<file path="config.mk">
export PLATFORM = sky130hd
export DESIGN_NAME = kdim_sqrt
export DESIGN_NICKNAME = d
export VERILOG_FILES = /design/src/hw/rtl/kdim_sqrt.sv
export SDC_FILE = /design/constraint.sdc
export NUM_CORES = 2
export LEC_CHECK = 0
export ABC_AREA = 1
export BUFFER_PORTS_ARGS = -buffer_cell sky130_fd_sc_hd__buf_2
export CORE_MARGIN = 10
export CORE_UTILIZATION = 40
export CTS_CLUSTER_SIZE = 20
export DETAILED_ROUTE_END_ITERATION = 8
export PLACE_DENSITY_LB_ADDON = 0.08
export SYNTH_ARGS = -nofsm -noshare
export SYNTH_HDL_FRONTEND = slang
export SYNTH_SLANG_ARGS = --single-unit
</file>
<file path="constraint.sdc">
create_clock -name clk -period 2.25 [get_ports clk]
set_input_delay 0.225 -clock clk [delete_from_list [all_inputs] [get_ports clk]]
set_output_delay 0.225 -clock clk [all_outputs]
set_load 0.02 [all_outputs]
</file>
<file path="src/hw/rtl/kdim_sqrt.sv">
module kdim_sqrt #(
  parameter int ROOT_W = 25,
  parameter int SIDE_W = 1
) (
  input  logic                  clk,
  input  logic                  rst,
  input  logic                  en,
  input  logic                  in_valid,
  input  logic [2*ROOT_W-1:0]   radicand,
  input  logic [SIDE_W-1:0]     side_in,
  output logic                  out_valid,
  output logic [ROOT_W-1:0]     root,
  output logic [SIDE_W-1:0]     side_out
);
  localparam int RAD_W = 2 * ROOT_W;
  localparam int REM_W = ROOT_W + 3;

  logic              vld  [0:ROOT_W];
  logic [RAD_W-1:0]  rad  [0:ROOT_W];
  logic [REM_W-1:0]  rem  [0:ROOT_W];
  logic [ROOT_W-1:0] rt   [0:ROOT_W];
  logic [SIDE_W-1:0] side [0:ROOT_W];

  assign vld[0]  = in_valid;
  assign rad[0]  = radicand;
  assign rem[0]  = '0;
  assign rt[0]   = '0;
  assign side[0] = side_in;

  // One result bit per stage, restoring method; the radicand shifts along two bits a stage.
  for (genvar j = 0; j < ROOT_W; j++) begin : g_stage
    logic [REM_W-1:0] cur;
    logic [REM_W-1:0] tst;
    logic             ge;

    assign cur = {rem[j][REM_W-3:0], rad[j][RAD_W-1 -: 2]};
    assign tst = {1'b0, rt[j], 2'b01};
    assign ge  = (cur >= tst);

    always_ff @(posedge clk) begin
      if (rst) begin
        vld[j+1] <= 1'b0;
      end else if (en) begin
        vld[j+1] <= vld[j];
      end
    end

    always_ff @(posedge clk) begin
      if (en) begin
        rem[j+1]  <= ge ? (cur - tst) : cur;
        rt[j+1]   <= {rt[j][ROOT_W-2:0], ge};
        rad[j+1]  <= {rad[j][RAD_W-3:0], 2'b00};
        side[j+1] <= side[j];
      end
    end
  end

  assign out_valid = vld[ROOT_W];
  assign root      = rt[ROOT_W];
  assign side_out  = side[ROOT_W];
endmodule

</file>
==> metrics.md <==
| Metric | Value |
|---|---|
| Status | complete, but fails checks |
| Failing checks | setup timing |
| Cells after synthesis | around 9500 |
| Crit start category | register |
| Final hold vios | 0 |
| CP max stage cell | edfxtp_1 |
| CP Data Required Time | about 2.9 ns |
| CTS tree | done |
| Io pins | between 80 and 90 |
| Share of layout cells above drive strength 1 | 23.56% |
| Inserted Clock Buffers | around 180 |
| RSZ-0062 raised after global routing | yes |
| Leakage Power | around 49 nW |
| Antenna violations before repair | 1 |
| CORE AREA | roughly 210000 um2 |
| Async set-reset flop share out of synthesis | 0% |
| Detail Route Antenna Nets | 0 |
| Largest cells by area after synthesis | edfxtp_1 55%, nand2_1 14%, inv_1 7.3% |
| Crit path cell chain | ha_4 > nand2_4 > nor2_4 > nand2_2 > inv_2 > nand2_2 > nor2_4 > nor2_4 > nand3_4 > buf_6 > inv_8 > nand2_1 > nand2_1 |
| Global-route wire length before repair | around 360 mm |
| Max incr delay on CP | about 0.54 ns |
| Pins Over Slew Limit | 0 |
| Worst-margin pin slew | about 0.53 ns |
| Cell mode on critical path | nor2_4 |
| GRT overflow | 0 |
| Comb pwr share | approximately 26% |
| Vias in the first global route | 63580 |
| IO buf count | 81 |
| Synth top area share | 54.72% |
| Fmax achieved | approximately 0.44 GHz |
| Largest net degree at the start of global routing | 86 |
| CP max FO | 7 |
| Area of the die | about 230000 um2 |
| Final wirelength | approximately 240 mm |
| CTS Buffer Depth | 3 |
| Initial DRT Pass Iterations | 6 |
| Syn avg cell area | approximately 9 um2 |
| Min Tclk post-route | around 2.3 ns |
| Final GP Congestion | around 0.9 |
| #FFs+latches synth | 1564 |
| DRC Markers | 0 |
| Worst-Skew Late Latency | 0.86 ns |
| Clk_skew | between 0.05 and 0.06 ns |
| Vias | ~66000 |
| Power Density | just over 800 nW/um2 |
| Root Buffer Master | clkbuf_16 |
| Yosys cell types | 58 |
| Leading area contributor after synthesis | edfxtp_1 |
| Drt wl/cell | 17.31 um |
| DR vias/cell | approximately 4.8 |
| VDD IR max | slightly above 800 uV |
| Detailed placer's ending HPWL | ~180 mm |
| Max Cap Viol | 0 |
| Die Height | ~480 um |
| CTS Sinks | between 1500 and 2000 |
| HP Class | input pin to register |
| Slew headroom | around 65% |
| H-Tree Depth | 4 |
| Synth Warn # | 0 |
| Mapped Nets | 9863 |
| Most frequent cell after synthesis | nand2_1 |
| Sequential Power Share | 42.0% |
| Sw frac | between 30% and 40% |
| Clk pwr share | 32.4% |
| Type of the worst setup path | register to register |
| Critical Path End Type | register |
| Post-synthesis sequential area ratio | 55.31% |
| Die span in x | about 480 um |
| Final Worst Setup Slack | -0.0005300 ns |
| Final Cycle Share | 100.0% |
| Number of synthesized flops with an enable pin | about 1500 |
| Internal Dissipation | around 0.063 W |
| Nets | roughly 11000 |
| Initial DRC Count | around 4400 |
| Clock Pin Slew Worst Setup and Hold Paths | 0.07 ns |
| Rows | roughly 170 |
| Area Overhead vs Synth | 29.51% |
| Top post-synthesis cells by count | 3070 x nand2_1, 1638 x inv_1, 1539 x edfxtp_1 |
| Initial Util | 40.26% |
| P_sw | between 0.02 and 0.03 W |
| Dpl ws | -0.2823 ns |
| Main synth FF type | edfxtp_1 |
| Post-layout util | between 50 and 60% |
| Setup Viol. Count Final | 1 |
| All-Layer GR Usage | between 10% and 20% |
| Synthesized area | 84460 um2 |
| Arrival time at the worst endpoint | around 2.9 ns |
## power groups by stage
stage,registers [W],logic (W),clock network [W]
after floorplan,0.0373,0.0118,0
after global placement,0.0385,0.0200,0
after detailed placement,0.0385,0.0200,0
after CTS,0.0380,0.0207,0.0303
after global routing,0.0383,0.0258,0.0316
final,0.0381,0.0232,0.0294
## through the flow
stage	hold slack (ns)	instance area [um2]	instances	setup TNS, ns	power, W
floorplan	0.3239	84460	9456	0	0.04913
global placement	0.4000	95720	13260	-12.51	0.05845
detailed placement	0.4031	95720	13260	-11.08	0.05852
CTS	0.0009847	103700	13710	-0.03196	0.08899
global route	0.01355	109400	13930	-4.416	0.09576
finish	0.08070	109400	13930	-0.0005300	0.09067
## cell families (layout without fill, tap and decap cells)
group                    count (synthesis)  after routing  share of synthesized area, %
AO/OA/AOI/OAI                          722            722                         4.785
buffers and inverters                 1741           3405                         8.288
adder cells (fa/ha/maj)                352            352                         5.214
AND/OR/NAND/NOR                       4834           4836                         23.89
flip-flops                            1564           1564                         55.31
XOR/XNOR                               242            242                         2.509
other                                    1              3                      0.004440
## state kept, by name (all words and copies together) (netlist names)
name and count:
rad 552, out_valid 1, root 25, side 24
g_stage.cur 637, g_stage.tst 300, side_out 1, vld 24
## what timing repair did
item,4_1_cts,5_1_grt
pin swaps,35,201
cloned,2,17
hold buffers,63,0
resized for setup,166,839
setup endpoints to repair,265,499
endpoints found under the hold margin,281,0
setup buffers,54,201
## critical path: cells and delay by family (launching register included)
family / cells / cell delay (ns)
fa+ha+maj: 1 / 0.36
buf+inv: 3 / 0.27
flops: 1 / 0.54
simple gates: 9 / 0.81
## final timing paths
check	from	to	slack [ns]	depth (start not counted)
setup / recovery	g_stage[23].cur[19]	g_stage[24].cur[23]	-0.0005	13
hold / removal	radicand[30]	rad[1232]	0.08	2
setup reg to reg	g_stage[23].cur[19]	g_stage[24].cur[23]	-0.0005	13
hold reg to reg	rad[626]	rad[578]	0.40	0
## metal layers
layer | vias to the layer above | wire length [um] | track usage, %
met5 | - | 0 | 0
met4 | 0 | 5777 | 4.986
met3 | 308 | 8466 | 2.519
met2 | 1109 | 117000 | 34.03
met1 | 31190 | 109900 | 26.79
li1 | 33740 | - | -
## layout make-up
cell class / instances / area [um2]
clock buffer: 214 / 4557
tap: 2805 / 3510
timing repair buffer: 1408 / 11580
sequential: 1564 / 46710
antenna: 2 / 5.005
inverter: 1664 / 6346
timing repair inverter: 5 / 61.31
fill: 19590 / 100400
multi-input combinational: 6153 / 35180
clock inverter: 114 / 1433
## layout by cell type (no fill, tap or decap), drive strengths merged, types with 2 or more instances in the layout
cell	count
nor2b	2
inv	1676
edfxtp	1539
dfxtp	25
nor3b	5
nor3	74
xor2	118
clkinvlp	13
clkinv	74
nor2	815
or2	26
a21oi	387
nor4	10
o21bai	19
and3	9
buf	1335
a21boi	4
xnor2	124
and2	8
nand3	548
bufinv	20
o211ai	7
ha	352
o21a	3
diode	2
nand4	151
a21o	7
a211oi	2
nand3b	76
clkbuf	224
dlygate4sd3	63
o21ai	289
o2111ai	2
nand2	3111
Note: power is estimated with default switching activity, not from simulation.
